--- config.mk ---
export PLATFORM = sky130hd
export DESIGN_NAME = lid_usage_controller_flat
export DESIGN_NICKNAME = d
export VERILOG_FILES = /design/src/sv/luc_pkg.sv /design/src/sv/luc_if.sv /design/src/sv/luc_step.sv /design/src/sv/lid_usage_controller.sv /design/src/flat_wrapper.sv
export SDC_FILE = /design/constraint.sdc
export NUM_CORES = 1
export LEC_CHECK = 0
export ABC_AREA = 1
export BUFFER_PORTS_ARGS = -buffer_cell sky130_fd_sc_hd__buf_2
export CORE_MARGIN = 4
export CORE_UTILIZATION = 45
export CTS_CLUSTER_SIZE = 10
export DETAILED_ROUTE_END_ITERATION = 6
export SLEW_MARGIN = 20
export SYNTH_ARGS = -nofsm -noshare
export SYNTH_HDL_FRONTEND = slang
export SYNTH_HIERARCHICAL = 1
export SYNTH_SLANG_ARGS = --single-unit
--- constraint.sdc ---
create_clock -name clk -period 13.8 [get_ports clk]
set_input_delay 2.76 -clock clk [delete_from_list [all_inputs] [get_ports clk]]
set_output_delay 2.76 -clock clk [all_outputs]
set_load 0.05 [all_outputs]
--- src/sv/luc_pkg.sv ---
// Package: types, register indexes and constants of the lid usage controller.
package luc_pkg;

  localparam int unsigned TimeW  = 32;
  localparam int unsigned EchoW  = 15;
  localparam int unsigned UsesW  = 4;
  localparam int unsigned LevelW = 16;
  localparam int unsigned CfgW   = 32;

  localparam logic [EchoW-1:0] EchoTimeoutUs = EchoW'(20000);

  typedef enum logic [2:0] {
    REG_MAX_USES       = 3'd0,
    REG_MIN_ECHO_US    = 3'd1,
    REG_MAX_ECHO_US    = 3'd2,
    REG_HOLD_RESET_US  = 3'd3,
    REG_CLOSE_DELAY_US = 3'd4,
    REG_BEEP_US        = 3'd5,
    REG_OPEN_LEVEL     = 3'd6,
    REG_CLOSED_LEVEL   = 3'd7
  } cfg_idx_t;

  typedef struct packed {
    logic [UsesW-1:0]  max_uses;
    logic [EchoW-1:0]  min_echo_us;
    logic [EchoW-1:0]  max_echo_us;
    logic [TimeW-1:0]  hold_reset_us;
    logic [TimeW-1:0]  close_delay_us;
    logic [TimeW-1:0]  beep_us;
    logic [LevelW-1:0] open_level;
    logic [LevelW-1:0] closed_level;
  } cfg_t;

  localparam cfg_t CfgReset = '{
    max_uses:       UsesW'(4),
    min_echo_us:    EchoW'(59),
    max_echo_us:    EchoW'(874),
    hold_reset_us:  TimeW'(5000000),
    close_delay_us: TimeW'(3000000),
    beep_us:        TimeW'(2000000),
    open_level:     LevelW'(2400),
    closed_level:   LevelW'(500)
  };

  typedef struct packed {
    logic [TimeW-1:0] now_us;
    logic             button_pressed;
    logic             echo_valid;
    logic [EchoW-1:0] echo_width_us;
  } item_t;

  typedef struct packed {
    logic [LevelW-1:0] servo_level;
    logic              green_led;
    logic              red_led;
    logic              yellow_led;
    logic              orange_led;
    logic              buzzer;
    logic              reset_chirp;
    logic [UsesW-1:0]  uses;
  } result_t;

  typedef struct packed {
    logic [UsesW-1:0] use_count;
    logic             lid_open;
    logic             beeping;
    logic             reset_latched;
    logic             hold_active;
    logic [TimeW-1:0] hold_start;
    logic [TimeW-1:0] open_time;
    logic [TimeW-1:0] beep_start;
    logic             servo_is_open;
    logic             led_yellow_state;
    logic             led_orange_state;
    logic             buzzer_state;
  } state_t;

endpackage

--- src/sv/luc_if.sv ---
// Interfaces: valid/ready channels for poll ticks and results.
interface luc_item_if;
  import luc_pkg::*;

  logic             valid;
  logic             ready;
  logic [TimeW-1:0] now_us;
  logic             button_pressed;
  logic             echo_valid;
  logic [EchoW-1:0] echo_width_us;

  modport source (output valid, now_us, button_pressed, echo_valid, echo_width_us,
                  input ready);
  modport sink   (input valid, now_us, button_pressed, echo_valid, echo_width_us,
                  output ready);
endinterface

interface luc_result_if;
  import luc_pkg::*;

  logic              valid;
  logic              ready;
  logic [LevelW-1:0] servo_level;
  logic              green_led;
  logic              red_led;
  logic              yellow_led;
  logic              orange_led;
  logic              buzzer;
  logic              reset_chirp;
  logic [UsesW-1:0]  uses;

  modport source (output valid, servo_level, green_led, red_led, yellow_led,
                  orange_led, buzzer, reset_chirp, uses, input ready);
  modport sink   (input valid, servo_level, green_led, red_led, yellow_led,
                  orange_led, buzzer, reset_chirp, uses, output ready);
endinterface

--- src/sv/luc_step.sv ---
// Next-state and result logic for one poll tick.
module luc_step (
  input  luc_pkg::cfg_t    cfg,
  input  luc_pkg::state_t  st,
  input  luc_pkg::item_t   item,
  output luc_pkg::state_t  st_next,
  output luc_pkg::result_t res
);
  import luc_pkg::*;

  logic             present;
  logic             btn;
  logic [TimeW-1:0] hold_el;
  logic [TimeW-1:0] open_el;
  logic [TimeW-1:0] beep_el;
  logic             hold_exp;
  logic             close_exp;
  logic             beep_exp;
  logic             chirp;
  logic             started;
  logic             green;

  assign btn     = item.button_pressed;
  assign present = item.echo_valid && (item.echo_width_us <= EchoTimeoutUs) &&
                   (item.echo_width_us >= cfg.min_echo_us) &&
                   (item.echo_width_us <= cfg.max_echo_us);

  assign hold_el   = item.now_us - st.hold_start;
  assign open_el   = item.now_us - st.open_time;
  assign beep_el   = item.now_us - st.beep_start;
  assign hold_exp  = st.hold_active && (hold_el > cfg.hold_reset_us);
  assign close_exp = open_el > cfg.close_delay_us;
  assign beep_exp  = beep_el > cfg.beep_us;

  always_comb begin
    st_next = st;
    chirp   = 1'b0;
    started = 1'b0;

    if (btn) begin
      if (!st.hold_active) begin
        st_next.hold_start  = item.now_us;
        st_next.hold_active = 1'b1;
      end
      if (hold_exp && !st.reset_latched) begin
        st_next.use_count     = '0;
        st_next.buzzer_state  = 1'b0;
        st_next.servo_is_open = 1'b0;
        st_next.reset_latched = 1'b1;
        chirp                 = 1'b1;
      end
    end else begin
      st_next.hold_start    = '0;
      st_next.hold_active   = 1'b0;
      st_next.reset_latched = 1'b0;
    end

    if (st_next.use_count < cfg.max_uses) begin
      if (present || (btn && !st_next.reset_latched)) begin
        st_next.servo_is_open = 1'b1;
        st_next.open_time     = item.now_us;
        if (present) st_next.led_yellow_state = 1'b1;
        if (btn) st_next.led_orange_state = 1'b1;
        if (!st.lid_open) begin
          st_next.buzzer_state = 1'b1;
          st_next.beep_start   = item.now_us;
          st_next.beeping      = 1'b1;
          st_next.use_count    = st_next.use_count + UsesW'(1);
          st_next.lid_open     = 1'b1;
          started              = 1'b1;
        end
      end
      if (!present && !btn && st.lid_open && close_exp) begin
        st_next.servo_is_open    = 1'b0;
        st_next.led_yellow_state = 1'b0;
        st_next.led_orange_state = 1'b0;
        st_next.lid_open         = 1'b0;
      end
    end else begin
      st_next.led_yellow_state = 1'b0;
      st_next.led_orange_state = 1'b0;
      st_next.servo_is_open    = 1'b0;
    end

    if (st_next.beeping && !started && beep_exp) begin
      st_next.buzzer_state = 1'b0;
      st_next.beeping      = 1'b0;
    end
  end

  assign green = st_next.use_count < cfg.max_uses;

  always_comb begin
    res.servo_level = st_next.servo_is_open ? cfg.open_level : cfg.closed_level;
    res.green_led   = green;
    res.red_led     = !green;
    res.yellow_led  = st_next.led_yellow_state;
    res.orange_led  = st_next.led_orange_state;
    res.buzzer      = st_next.buzzer_state;
    res.reset_chirp = chirp;
    res.uses        = st_next.use_count;
  end

endmodule

--- src/sv/lid_usage_controller.sv ---
// Top level: lid usage controller with config registers, tick and result registers.
//
// Each poll tick is one transaction on item_in; it yields exactly one transaction on
// result_out. A tick enters an input register; its state update and result are
// computed from that register and land in the result register, where the result is
// offered to result_out. One tick is accepted every cycle while results are taken;
// the combinational update of the lid state is what carries that rate, and a stalled
// result holds the stage behind it.
// Configuration writes (cfg_we, cfg_index, cfg_data) take effect at the next edge and
// belong to idle periods.
module lid_usage_controller (
  input  logic                       clk,
  input  logic                       rst,
  input  logic                       cfg_we,
  input  luc_pkg::cfg_idx_t          cfg_index,
  input  logic [luc_pkg::CfgW-1:0]   cfg_data,
  luc_item_if.sink                   item_in,
  luc_result_if.source               result_out
);
  import luc_pkg::*;

  cfg_t    cfg;
  state_t  st;
  state_t  st_next;
  item_t   item_q;
  logic    item_valid;
  result_t res_next;
  result_t res_q;
  logic    res_valid;
  logic    advance;

  always_ff @(posedge clk) begin
    if (rst) begin
      cfg <= CfgReset;
    end else if (cfg_we) begin
      case (cfg_index)
        REG_MAX_USES:       cfg.max_uses       <= cfg_data[UsesW-1:0];
        REG_MIN_ECHO_US:    cfg.min_echo_us    <= cfg_data[EchoW-1:0];
        REG_MAX_ECHO_US:    cfg.max_echo_us    <= cfg_data[EchoW-1:0];
        REG_HOLD_RESET_US:  cfg.hold_reset_us  <= cfg_data[TimeW-1:0];
        REG_CLOSE_DELAY_US: cfg.close_delay_us <= cfg_data[TimeW-1:0];
        REG_BEEP_US:        cfg.beep_us        <= cfg_data[TimeW-1:0];
        REG_OPEN_LEVEL:     cfg.open_level     <= cfg_data[LevelW-1:0];
        REG_CLOSED_LEVEL:   cfg.closed_level   <= cfg_data[LevelW-1:0];
        default: ;
      endcase
    end
  end

  assign advance       = item_valid && (!res_valid || result_out.ready);
  assign item_in.ready = !item_valid || advance;

  always_ff @(posedge clk) begin
    if (rst) begin
      item_valid <= 1'b0;
    end else if (item_in.ready) begin
      item_valid <= item_in.valid;
    end
  end

  always_ff @(posedge clk) begin
    if (item_in.ready && item_in.valid) begin
      item_q.now_us         <= item_in.now_us;
      item_q.button_pressed <= item_in.button_pressed;
      item_q.echo_valid     <= item_in.echo_valid;
      item_q.echo_width_us  <= item_in.echo_width_us;
    end
  end

  luc_step u_step (
    .cfg     (cfg),
    .st      (st),
    .item    (item_q),
    .st_next (st_next),
    .res     (res_next)
  );

  always_ff @(posedge clk) begin
    if (rst) begin
      st <= '0;
    end else if (advance) begin
      st <= st_next;
    end
  end

  always_ff @(posedge clk) begin
    if (rst) begin
      res_valid <= 1'b0;
    end else if (advance) begin
      res_valid <= 1'b1;
    end else if (result_out.ready) begin
      res_valid <= 1'b0;
    end
  end

  always_ff @(posedge clk) begin
    if (advance) begin
      res_q <= res_next;
    end
  end

  assign result_out.valid       = res_valid;
  assign result_out.servo_level = res_q.servo_level;
  assign result_out.green_led   = res_q.green_led;
  assign result_out.red_led     = res_q.red_led;
  assign result_out.yellow_led  = res_q.yellow_led;
  assign result_out.orange_led  = res_q.orange_led;
  assign result_out.buzzer      = res_q.buzzer;
  assign result_out.reset_chirp = res_q.reset_chirp;
  assign result_out.uses        = res_q.uses;

  a_ready_when_empty: assert property (@(posedge clk) disable iff (rst)
    !res_valid |-> item_in.ready)
    else $error("tick refused while result register empty");

  a_led_exclusive: assert property (@(posedge clk) disable iff (rst)
    res_valid |-> (res_q.green_led != res_q.red_led))
    else $error("green and red indicators not complementary");

  a_buzzer_needs_beep: assert property (@(posedge clk) disable iff (rst)
    st.buzzer_state |-> st.beeping)
    else $error("buzzer on without a running beep");

  a_result_in_order: assert property (@(posedge clk) disable iff (rst)
    res_valid && !result_out.ready |=> res_valid && $stable(res_q))
    else $error("pending result dropped or changed");

endmodule
--- src/flat_wrapper.sv ---
// flat-port wrapper written by rule: the top's interface ports become plain ports
module lid_usage_controller_flat import luc_pkg::*;
  (clk, rst, cfg_we, cfg_index, cfg_data, item_in_valid, item_in_now_us, item_in_button_pressed, item_in_echo_valid, item_in_echo_width_us, item_in_ready, result_out_valid, result_out_servo_level, result_out_green_led, result_out_red_led, result_out_yellow_led, result_out_orange_led, result_out_buzzer, result_out_reset_chirp, result_out_uses, result_out_ready);
  luc_item_if item_in_i ();
  luc_result_if result_out_i ();
  input  logic clk;
  input  logic rst;
  input  logic cfg_we;
  input  luc_pkg::cfg_idx_t cfg_index;
  input  logic [luc_pkg::CfgW-1:0] cfg_data;
  input wire logic [$bits(item_in_i.valid)-1:0] item_in_valid;
  input wire logic [$bits(item_in_i.now_us)-1:0] item_in_now_us;
  input wire logic [$bits(item_in_i.button_pressed)-1:0] item_in_button_pressed;
  input wire logic [$bits(item_in_i.echo_valid)-1:0] item_in_echo_valid;
  input wire logic [$bits(item_in_i.echo_width_us)-1:0] item_in_echo_width_us;
  output wire logic [$bits(item_in_i.ready)-1:0] item_in_ready;
  output wire logic [$bits(result_out_i.valid)-1:0] result_out_valid;
  output wire logic [$bits(result_out_i.servo_level)-1:0] result_out_servo_level;
  output wire logic [$bits(result_out_i.green_led)-1:0] result_out_green_led;
  output wire logic [$bits(result_out_i.red_led)-1:0] result_out_red_led;
  output wire logic [$bits(result_out_i.yellow_led)-1:0] result_out_yellow_led;
  output wire logic [$bits(result_out_i.orange_led)-1:0] result_out_orange_led;
  output wire logic [$bits(result_out_i.buzzer)-1:0] result_out_buzzer;
  output wire logic [$bits(result_out_i.reset_chirp)-1:0] result_out_reset_chirp;
  output wire logic [$bits(result_out_i.uses)-1:0] result_out_uses;
  input wire logic [$bits(result_out_i.ready)-1:0] result_out_ready;
  assign item_in_i.valid = item_in_valid;
  assign item_in_i.now_us = item_in_now_us;
  assign item_in_i.button_pressed = item_in_button_pressed;
  assign item_in_i.echo_valid = item_in_echo_valid;
  assign item_in_i.echo_width_us = item_in_echo_width_us;
  assign item_in_ready = item_in_i.ready;
  assign result_out_valid = result_out_i.valid;
  assign result_out_servo_level = result_out_i.servo_level;
  assign result_out_green_led = result_out_i.green_led;
  assign result_out_red_led = result_out_i.red_led;
  assign result_out_yellow_led = result_out_i.yellow_led;
  assign result_out_orange_led = result_out_i.orange_led;
  assign result_out_buzzer = result_out_i.buzzer;
  assign result_out_reset_chirp = result_out_i.reset_chirp;
  assign result_out_uses = result_out_i.uses;
  assign result_out_i.ready = result_out_ready;
  lid_usage_controller u_core (.clk(clk), .rst(rst), .cfg_we(cfg_we), .cfg_index(cfg_index), .cfg_data(cfg_data), .item_in(item_in_i), .result_out(result_out_i));
endmodule
==> metrics.md, run 1 <==
| Metric | Value |
|---|---|
| Die H | `231 um` |
| Post-route cell area | `24800 um^2` |
| Final hold vios | `0` |
| Max VDD drop | `0.0988 mV` |
| Row count | `81` |
| GRT Overall Usage | `24.8%` |
| Register area | `7700 um^2` |
| Clk pin slew, worst setup/hold paths | `0.06 ns` |
| Crit path largest cell delay | `0.60 ns` |
| Drt pass-1 iters | `5` |
| Ys Warns | `6` |
| Largest fanout on the critical path | `63` |
| Initial antenna violation count | `0` |
| # clock sinks | `347` |
| Post-route minimum period | `7.52 ns` |
| RR Endpoint | `u_core/result_out.red_led` |
| Synth top area cells | `dfxtp_1, ha_1, nand2_1` |
| EDFF count, synth | `75` |
| Fraction of registers with async set/reset | `0%` |
| I/O pin total | `117` |
| Area Growth Syn to Fin | `10.3%` |
| Number of global-route vias before repair | `19300` |
| Antenna cells | `0` |
| Clk_lat worst skew | `0.59 ns` |
| Core ar. | `49200 um^2` |
| CTS H-tree lvls | `2` |
| Final worst clock skew | `0.0215 ns` |
| Width of the die | `231 um` |
| Max-capacitance violation count | `0` |
| Synthesized cell area | `22500 um^2` |
| Min-delay src | `u_core/cfg[2]` |
| Fmax achieved | `133 MHz` |
| Post-CTS sizing | `0` |
| Full die area | `53600 um^2` |
| Worst Slack Setup Final | `6.28 ns` |
| Arrival @ worst endpoint | `7.85 ns` |
| Unrepaired setup endpoints after global routing | `false` |
| CP dominant cell by count | `nand2_1` |
| Final nets | `3535` |
| Count leader, synth | `nand2_1` |
| DRT antenna net count | `0` |
| Initial core utilization | `45.7%` |
| Cell count after synthesis | `3169` |
| Count of pins over their slew limit | `0` |
| Final worst path period share | `54.5%` |
| Hold-fix buffers, CTS | `0` |
| Clock tree buffer depth | `3` |
| Post-synth top area cell | `dfxtp_1` |
| Worst-margin pin slew | `1.07 ns` |
| DPL Wire Length | `49500 um` |
| Finished Layout Cells | `3913` |
| Share of cells above drive strength 1 | `6.74%` |
| Worst R2R Path Depth | `37` |
| Cts bufs inserted | `43` |
| Via count | `20700` |
| First-pass GRT wire length | `106000 um` |
| Fin Setup TNS | `0 ns` |
| Largest net degree at the start of global routing | `107` |
| Initial DRC count | `1632` |
| Worst Hold Class | `flip-flop to flip-flop` |
| Pre-CTS setup slack | `6.31 ns` |
| PwrDens | `125 nW/um^2` |
| Hold depth | `2` |
| Placer Congestion | `0.935` |
| WL final | `68400 um` |
| Commonest cells in the netlist | `nand2_1, nor2_1, inv_1, dfxtp_1, ha_1` |
| Final setup fails | `0` |
| CP startpoint kind | `flip-flop` |
| Avg WL per Cell | `17.5 um` |
| Vias per std cell | `5.30` |
| RR Startpoint | `u_core/item_q[31]` |
| LEAKAGE | `11.3 nW` |
| Slew headroom | `28.9%` |
| Synthesized area per cell | `7.09 um^2` |
| Post-synth top flop | `dfxtp_1` |
| PortBufs | `116` |
| CTS tree | `yes` |
| # fillers | `4945` |
| Synthesized flop and latch total | `347` |
| Worst Path Required | `14.12 ns` |
| Top-area cell type share of the netlist area | `24.2%` |
| DR DRC count | `0` |
| Grt ovf | `0` |
| Multi-input gate area | `12800 um^2` |
| Setup crit end kind | `flip-flop` |
| Worst Setup Path Type | `flip-flop to flip-flop` |
| Seq/Total Area, Yosys | `34.3%` |
| Flop2flop setup slack | `6.28 ns` |
| Cell Area, Placed | `23400 um^2` |
| CTS Root Cell | `clkbuf_16` |
| Post-Route Utilization | `50.4%` |
| Slowest CP cell | `buf_4` |
| Net count after synthesis | `3487` |
| Placed cell count | `3836` |
| Status | `finished clean` |
| Setup bufs post-CTS | `0` |
| Worst Hold End | `u_core/cfg[2]` |
| Cell variety after synth | `49` |
## worst max-delay path by stage
stage                            from                        end  slack, ns  cells past startpoint
floorplan            result_out_ready              item_in_ready       7.75                      2
global placement    u_core/item_q[31]  u_core/result_out.red_led       6.43                     37
detailed placement  u_core/item_q[31]  u_core/result_out.red_led       6.31                     37
CTS                 u_core/item_q[31]  u_core/result_out.red_led       6.30                     37
global route        u_core/item_q[31]  u_core/result_out.red_led       5.58                     37
finish              u_core/item_q[31]  u_core/result_out.red_led       6.28                     37
## per-layer routing
metal	global-route usage [%]	share of wire, %	up-vias	wire length, um
met5	0	0	-	0
met4	7.25	2.7	0	1870
met2	42.6	48	519	32800
met3	3.52	5.2	100	3550
met1	32.6	44	9714	30300
li1	-	-	10400	-
## cells in the final DEF (no fill, tap or decap), types with 3 or more instances in the layout
master | Yosys | layout
nand2_1 | 694 | 693
nor2_1 | 519 | 516
inv_1 | 351 | 350
dfxtp_1 | 272 | 270
ha_1 | 226 | 226
nand3_1 | 203 | 203
a21oi_1 | 203 | 203
o21ai_0 | 117 | 117
buf_2 | 40 | 116
nand3b_1 | 109 | 109
edfxtp_1 | 75 | 75
xor2_1 | 63 | 63
clkbuf_16 | 0 | 45
o21ai_1 | 37 | 37
xnor2_1 | 32 | 32
clkbuf_1 | 58 | 23
nand4_1 | 23 | 23
buf_4 | 14 | 18
nor3_1 | 16 | 16
o211ai_1 | 16 | 16
nor4_1 | 11 | 11
a31oi_1 | 8 | 8
nor2_2 | 6 | 7
inv_2 | 6 | 6
o21bai_1 | 5 | 5
a21o_1 | 4 | 4
o21a_1 | 4 | 4
a21boi_1 | 4 | 4
clkbuf_8 | 0 | 3
nor2_4 | 1 | 3
nand2_2 | 3 | 3
o221ai_1 | 3 | 3
a211oi_1 | 3 | 3
fa_1 | 3 | 3
## logic make-up after synthesis
logic type	after synthesis	share of synthesized area (%)
and+or+nand+nor	1596	30.6
AOI/OAI and AO/OA	413	9.87
adders and majority gates	229	12.9
DFF	347	34.3
buffers and inverters	489	8.73
xor gates and xnor gates	95	3.70
## flip-flops by register name (all words and copies together) (netlist names)
signal                         cells
u_core/result_out.valid            1
u_core/result_out.yellow_led       1
u_core/item_valid                  1
u_core/result_out.buzzer           1
u_core/item_q                     49
u_core/cfg                       162
u_core/result_out.green_led        1
u_core/result_out.reset_chirp      1
u_core/result_out.orange_led       1
u_core/result_out.servo_level     16
u_core/st                        108
u_core/result_out.uses             4
u_core/result_out.red_led          1
## power breakdown
part           total, mW  internal, mW  switching [mW]
clock               1.10         0.641           0.454
sequential          1.14          1.10          0.0400
combinational      0.871         0.312           0.560
## worst max-delay path, delay by kind of cell (launching register included)
family / cells / cell delay, ns
AO/OA/AOI/OAI: 4 / 0.83
XOR/XNOR: 1 / 0.21
AND/OR/NAND/NOR: 22 / 2.85
adder cells (fa/ha/maj): 4 / 1.27
buffers and inverters: 6 / 1.63
flip-flops: 1 / 0.48
## metrics by stage
step	hold WS [ns]	total power, mW
2_1_floorplan	0.429	1.79
3_3_place_gp	0.438	2.00
3_5_place_dp	0.444	2.02
4_1_cts	0.459	3.13
5_1_grt	0.472	3.29
6_report	0.458	3.10
## cell type report
type,count,share of cell area (%)
sequential,347,31.1
inverter,358,5.45
clock inverter,6,0.384
multi-input combinational,2333,51.8
timing repair buffer,134,2.89
clock buffer,71,5.06
tap,664,3.35
Note: power is estimated with default switching activity, not from simulation.
==> inputs of run 2 (changes only) <==
- ABC_AREA: 1 -> 0
- clock period: 13.8 -> 6.2 ns (I/O delays scaled with it)
==> metrics.md, run 2 <==
| Metric | Value |
|---|---|
| Full die area | `54200 um^2 (+1.1%)` |
| Most frequent cells in the layout | `nand2_1, dfxtp_1, a21oi_1` |
| Synthesized area per cell | `8.63 um^2 (+22%)` |
| Clock power frac | `38.1% (+2.8 points)` |
| Count of pins over their slew limit | `0 (unchanged)` |
| Flop2flop setup slack | `-0.75 ns (-7.03 ns)` |
| Clk_lat worst skew | `0.60 ns (about the same)` |
| First-pass GRT wire length | `99800 um (-6.1%)` |
| Termination of the worst setup path | `u_core/result_out.servo_level[6]` |
| Switching Fraction | `30.1% (-3.8 points)` |
| Final hold vios | `0 (unchanged)` |
| Drt pass-1 iters | `7 (+2)` |
| Synth Area in Compound Gates | `14.6% (+4.7 points)` |
| Initial core utilization | `45.4% (-0.32 points)` |
| Part of the power in registers | `37.8% (+1.1 points)` |
| Seq/Total Area, Yosys | `33.9% (-0.39 points)` |
| DRT antenna net count | `0 (unchanged)` |
| Critical path origin | `u_core/item_q[17]` |
| Mux cell area share after synthesis | `9.46% (+9.5 points)` |
| Internal power | `4.53 mW (+120%)` |
| CTS Root Cell | `clkbuf_16` |
| Post-synth top flop | `dfxtp_1` |
| Avg WL per Cell | `17.9 um (+2.3%)` |
| Placer Congestion | `0.892 (-4.7%)` |
| Clk pin slew, worst setup/hold paths | `0.06 ns (about the same)` |
| Synthesized cell area | `22700 um^2 (+1.2%)` |
| Min-delay src | `u_core/cfg[69]` |
| LEAKAGE | `10.7 nW (-4.6%)` |
| Count leader, synth | `nand2_1` |
| Slowest CP cell | `or3_4` |
| Fraction of registers with async set/reset | `0% (unchanged)` |
| I/O pin total | `117 (unchanged)` |
| CP startpoint kind | `flip-flop` |
| Ys Warns | `6 (unchanged)` |
| Net count after synthesis | `2953 (-15%)` |
| CTS H-tree lvls | `2 (unchanged)` |
| Post-synth top area cell | `dfxtp_1` |
| Top-area cell type share of the netlist area | `24.0% (-0.28 points)` |
| Worst Hold Class | `flip-flop to flip-flop` |
| Fin Setup TNS | `-59.34 ns (-59.34 ns)` |
| Synth Area in Adders | `12.7% (-0.15 points)` |
| Worst Slack Setup Final | `-0.753 ns (-7.03 ns)` |
| Width of the die | `233 um (+0.56%)` |
| Vias per std cell | `5.30 (about the same)` |
| Clock tree buffer depth | `3 (unchanged)` |
| Cell Area, Placed | `24900 um^2 (+6.2%)` |
| Grt ovf | `0 (unchanged)` |
| Failing checks | `negative setup slack` |
| Largest fanout on the critical path | `9 (-86%)` |
| Arrival @ worst endpoint | `7.30 ns (-0.55 ns)` |
| Antenna cells | `0 (unchanged)` |
| Core ar. | `50100 um^2 (+1.9%)` |
| Final worst clock skew | `0.0359 ns (+0.0145 ns)` |
| PortBufs | `116 (unchanged)` |
| Initial antenna violation count | `1 (+1)` |
| Unrepaired setup endpoints after global routing | `true` |
| Status | `finished with violations` |
| DPL Wire Length | `45500 um (-8.0%)` |
| EDFF count, synth | `75 (unchanged)` |
| Via count | `18900 (-9.0%)` |
| Cts bufs inserted | `44 (+2.3%)` |
| Biggest regs | `u_core/cfg: 162 flops, u_core/st: 108 flops, u_core/item_q: 49 flops` |
| Synthesized flop and latch total | `347 (unchanged)` |
| Max reg flops | `162 (unchanged)` |
| # clock sinks | `347 (unchanged)` |
| Commonest non-fill, non-tap cell in the layout | `nand2_1` |
| Biggest register | `u_core/cfg` |
| Synth top area cells | `dfxtp_1, ha_1, edfxtp_1` |
| DR DRC count | `0 (unchanged)` |
| Post-route cell area | `26700 um^2 (+7.8%)` |
| Largest family of logic cells by synthesized area | `simple AND/OR/NAND/NOR gates` |
| Final nets | `3175 (-10%)` |
| P_sw | `1.95 mW (+85%)` |
| Synth Area in XOR/XNOR | `3.24% (-0.47 points)` |
| Slew headroom | `20.7% (-8.2 points)` |
| Worst R2R Path Depth | `33 (-11%)` |
| Largest net degree at the start of global routing | `148 (+38%)` |
| Cell count after synthesis | `2635 (-17%)` |
| Post-Synth Simple-Gate Area | `19.2% (-11 points)` |
| Final worst path period share | `112% (+58 points)` |
| PwrDens | `243 nW/um^2 (+94%)` |
| Pre-CTS setup slack | `-1.06 ns (-7.37 ns)` |
| Hold-fix buffers, CTS | `0 (unchanged)` |
| CTS tree | `yes` |
| Worst Setup Path Type | `flip-flop to flip-flop` |
| WL final | `63700 um (-7.0%)` |
| Final setup fails | `99 (+99)` |
| Crit path largest cell delay | `0.43 ns (-0.17 ns)` |
| Max VDD drop | `0.198 mV (+100%)` |
| Share of cells above drive strength 1 | `16.5% (+9.8 points)` |
| Commonest cells in the netlist | `nand2_1, dfxtp_1, a21oi_1, inv_1, nand2b_1` |
| Fmax achieved | `144 MHz (+8.2%)` |
| Die H | `233 um (+0.56%)` |
| RR Endpoint | `u_core/result_out.servo_level[6]` |
| RR Startpoint | `u_core/item_q[17]` |
| Initial DRC count | `1103 (-32%)` |
| Post-route minimum period | `6.95 ns (-0.569 ns)` |
| Max-capacitance violation count | `0 (unchanged)` |
| Logic pwr share | `24.2% (-3.9 points)` |
| Worst Path Required | `6.55 ns (-7.57 ns)` |
| Cell variety after synth | `83 (+69%)` |
| GRT Overall Usage | `23.1% (-1.7 points)` |
| Row count | `82 (+1.2%)` |
| Area Growth Syn to Fin | `17.6%` |
| Setup crit end kind | `flip-flop` |
| Worst-margin pin slew | `1.19 ns (+0.123 ns)` |
| Number of global-route vias before repair | `18600 (-3.2%)` |
==> run 2: cell count changes in the layout (fill, tap and decap cells not counted), sizes merged, moves of 51 or more <==
cell,before,now
a21o,4,55
a21oi,204,268
buf,134,295
inv,358,253
mux2i,0,145
nand2,698,317
nand2b,0,230
nand3,206,19
nand3b,109,3
nor2,528,86
nor2b,0,52
o21ai,154,97
==> run 2: cell families after synthesis <==
family / Yosys count
compound gates: 548
xor+xnor: 84
fa+ha+maj: 229
buf+inv: 374
flops: 347
mux: 195
simple gates: 858
==> run 2: how the worst min path moves through the flow <==
stage / depth (start not counted) / end / slack (ns)
global route: 2 / u_core/cfg[101] / 0.47
global placement: 2 / u_core/cfg[15] / 0.44
CTS: 2 / u_core/cfg[31] / 0.45
detailed placement: 2 / u_core/cfg[31] / 0.45
finish: 2 / u_core/cfg[69] / 0.45
floorplan: 2 / u_core/cfg[0] / 0.43
==> run 2: layout make-up <==
type,count,area (um^2)
Fill cell,4759,23300
Multi-Input combinational cell,1914,13700
Sequential cell,347,7700
Timing Repair Buffer,298,2160
Clock buffer,63,1200
Inverter,252,946
Tap cell,672,841
Clock inverter,13,166
==> run 2: critical path, delay by kind of cell, from the launching register on <==
kind / cells / cell delay (ns)
AO/OA/AOI/OAI: 14 / 2.60
AND/OR/NAND/NOR: 8 / 1.79
multiplexers: 1 / 0.29
flip-flops: 1 / 0.41
adder cells (fa/ha/maj): 4 / 0.96
buffers and inverters: 6 / 0.66
==> run 2: power by group through the flow <==
stage / Clock [mW] / Sequential [mW] / Combinational (mW)
floorplan: 0 / 2.52 / 0.991
global placement: 0 / 2.49 / 1.44
detailed placement: 0 / 2.50 / 1.48
CTS: 2.54 / 2.45 / 1.54
global route: 2.63 / 2.46 / 1.72
finish: 2.47 / 2.45 / 1.57
==> run 2: repair_timing <==
action | CTS | global route
gates cloned | 2 | 3
resized for setup | 26 | 31
pin swaps | 18 | 3
setup endpoints to repair | 99 | 99
setup buffers | 13 | 9
==> run 2: per-stage QoR <==
stage / hold WS (ns) / util (%) / std cells / total power [mW]
global placement: 0.439 / 49.7 / 3459 / 3.94
finish: 0.453 / 53.4 / 3559 / 6.48
floorplan: 0.433 / - / 2635 / 3.51
global route: 0.472 / 53.4 / 3559 / 6.80
detailed placement: 0.445 / 49.7 / 3459 / 3.98
CTS: 0.453 / 53.0 / 3548 / 6.52
==> run 2: routing by layer <==
layer	vias up	global-route usage, %	routed length [um]
met2	358	41.6	31800
met3	101	2.49	2440
li1	9452	-	-
met1	8939	29.0	27600
met5	-	0	13
met4	2	6.95	1890
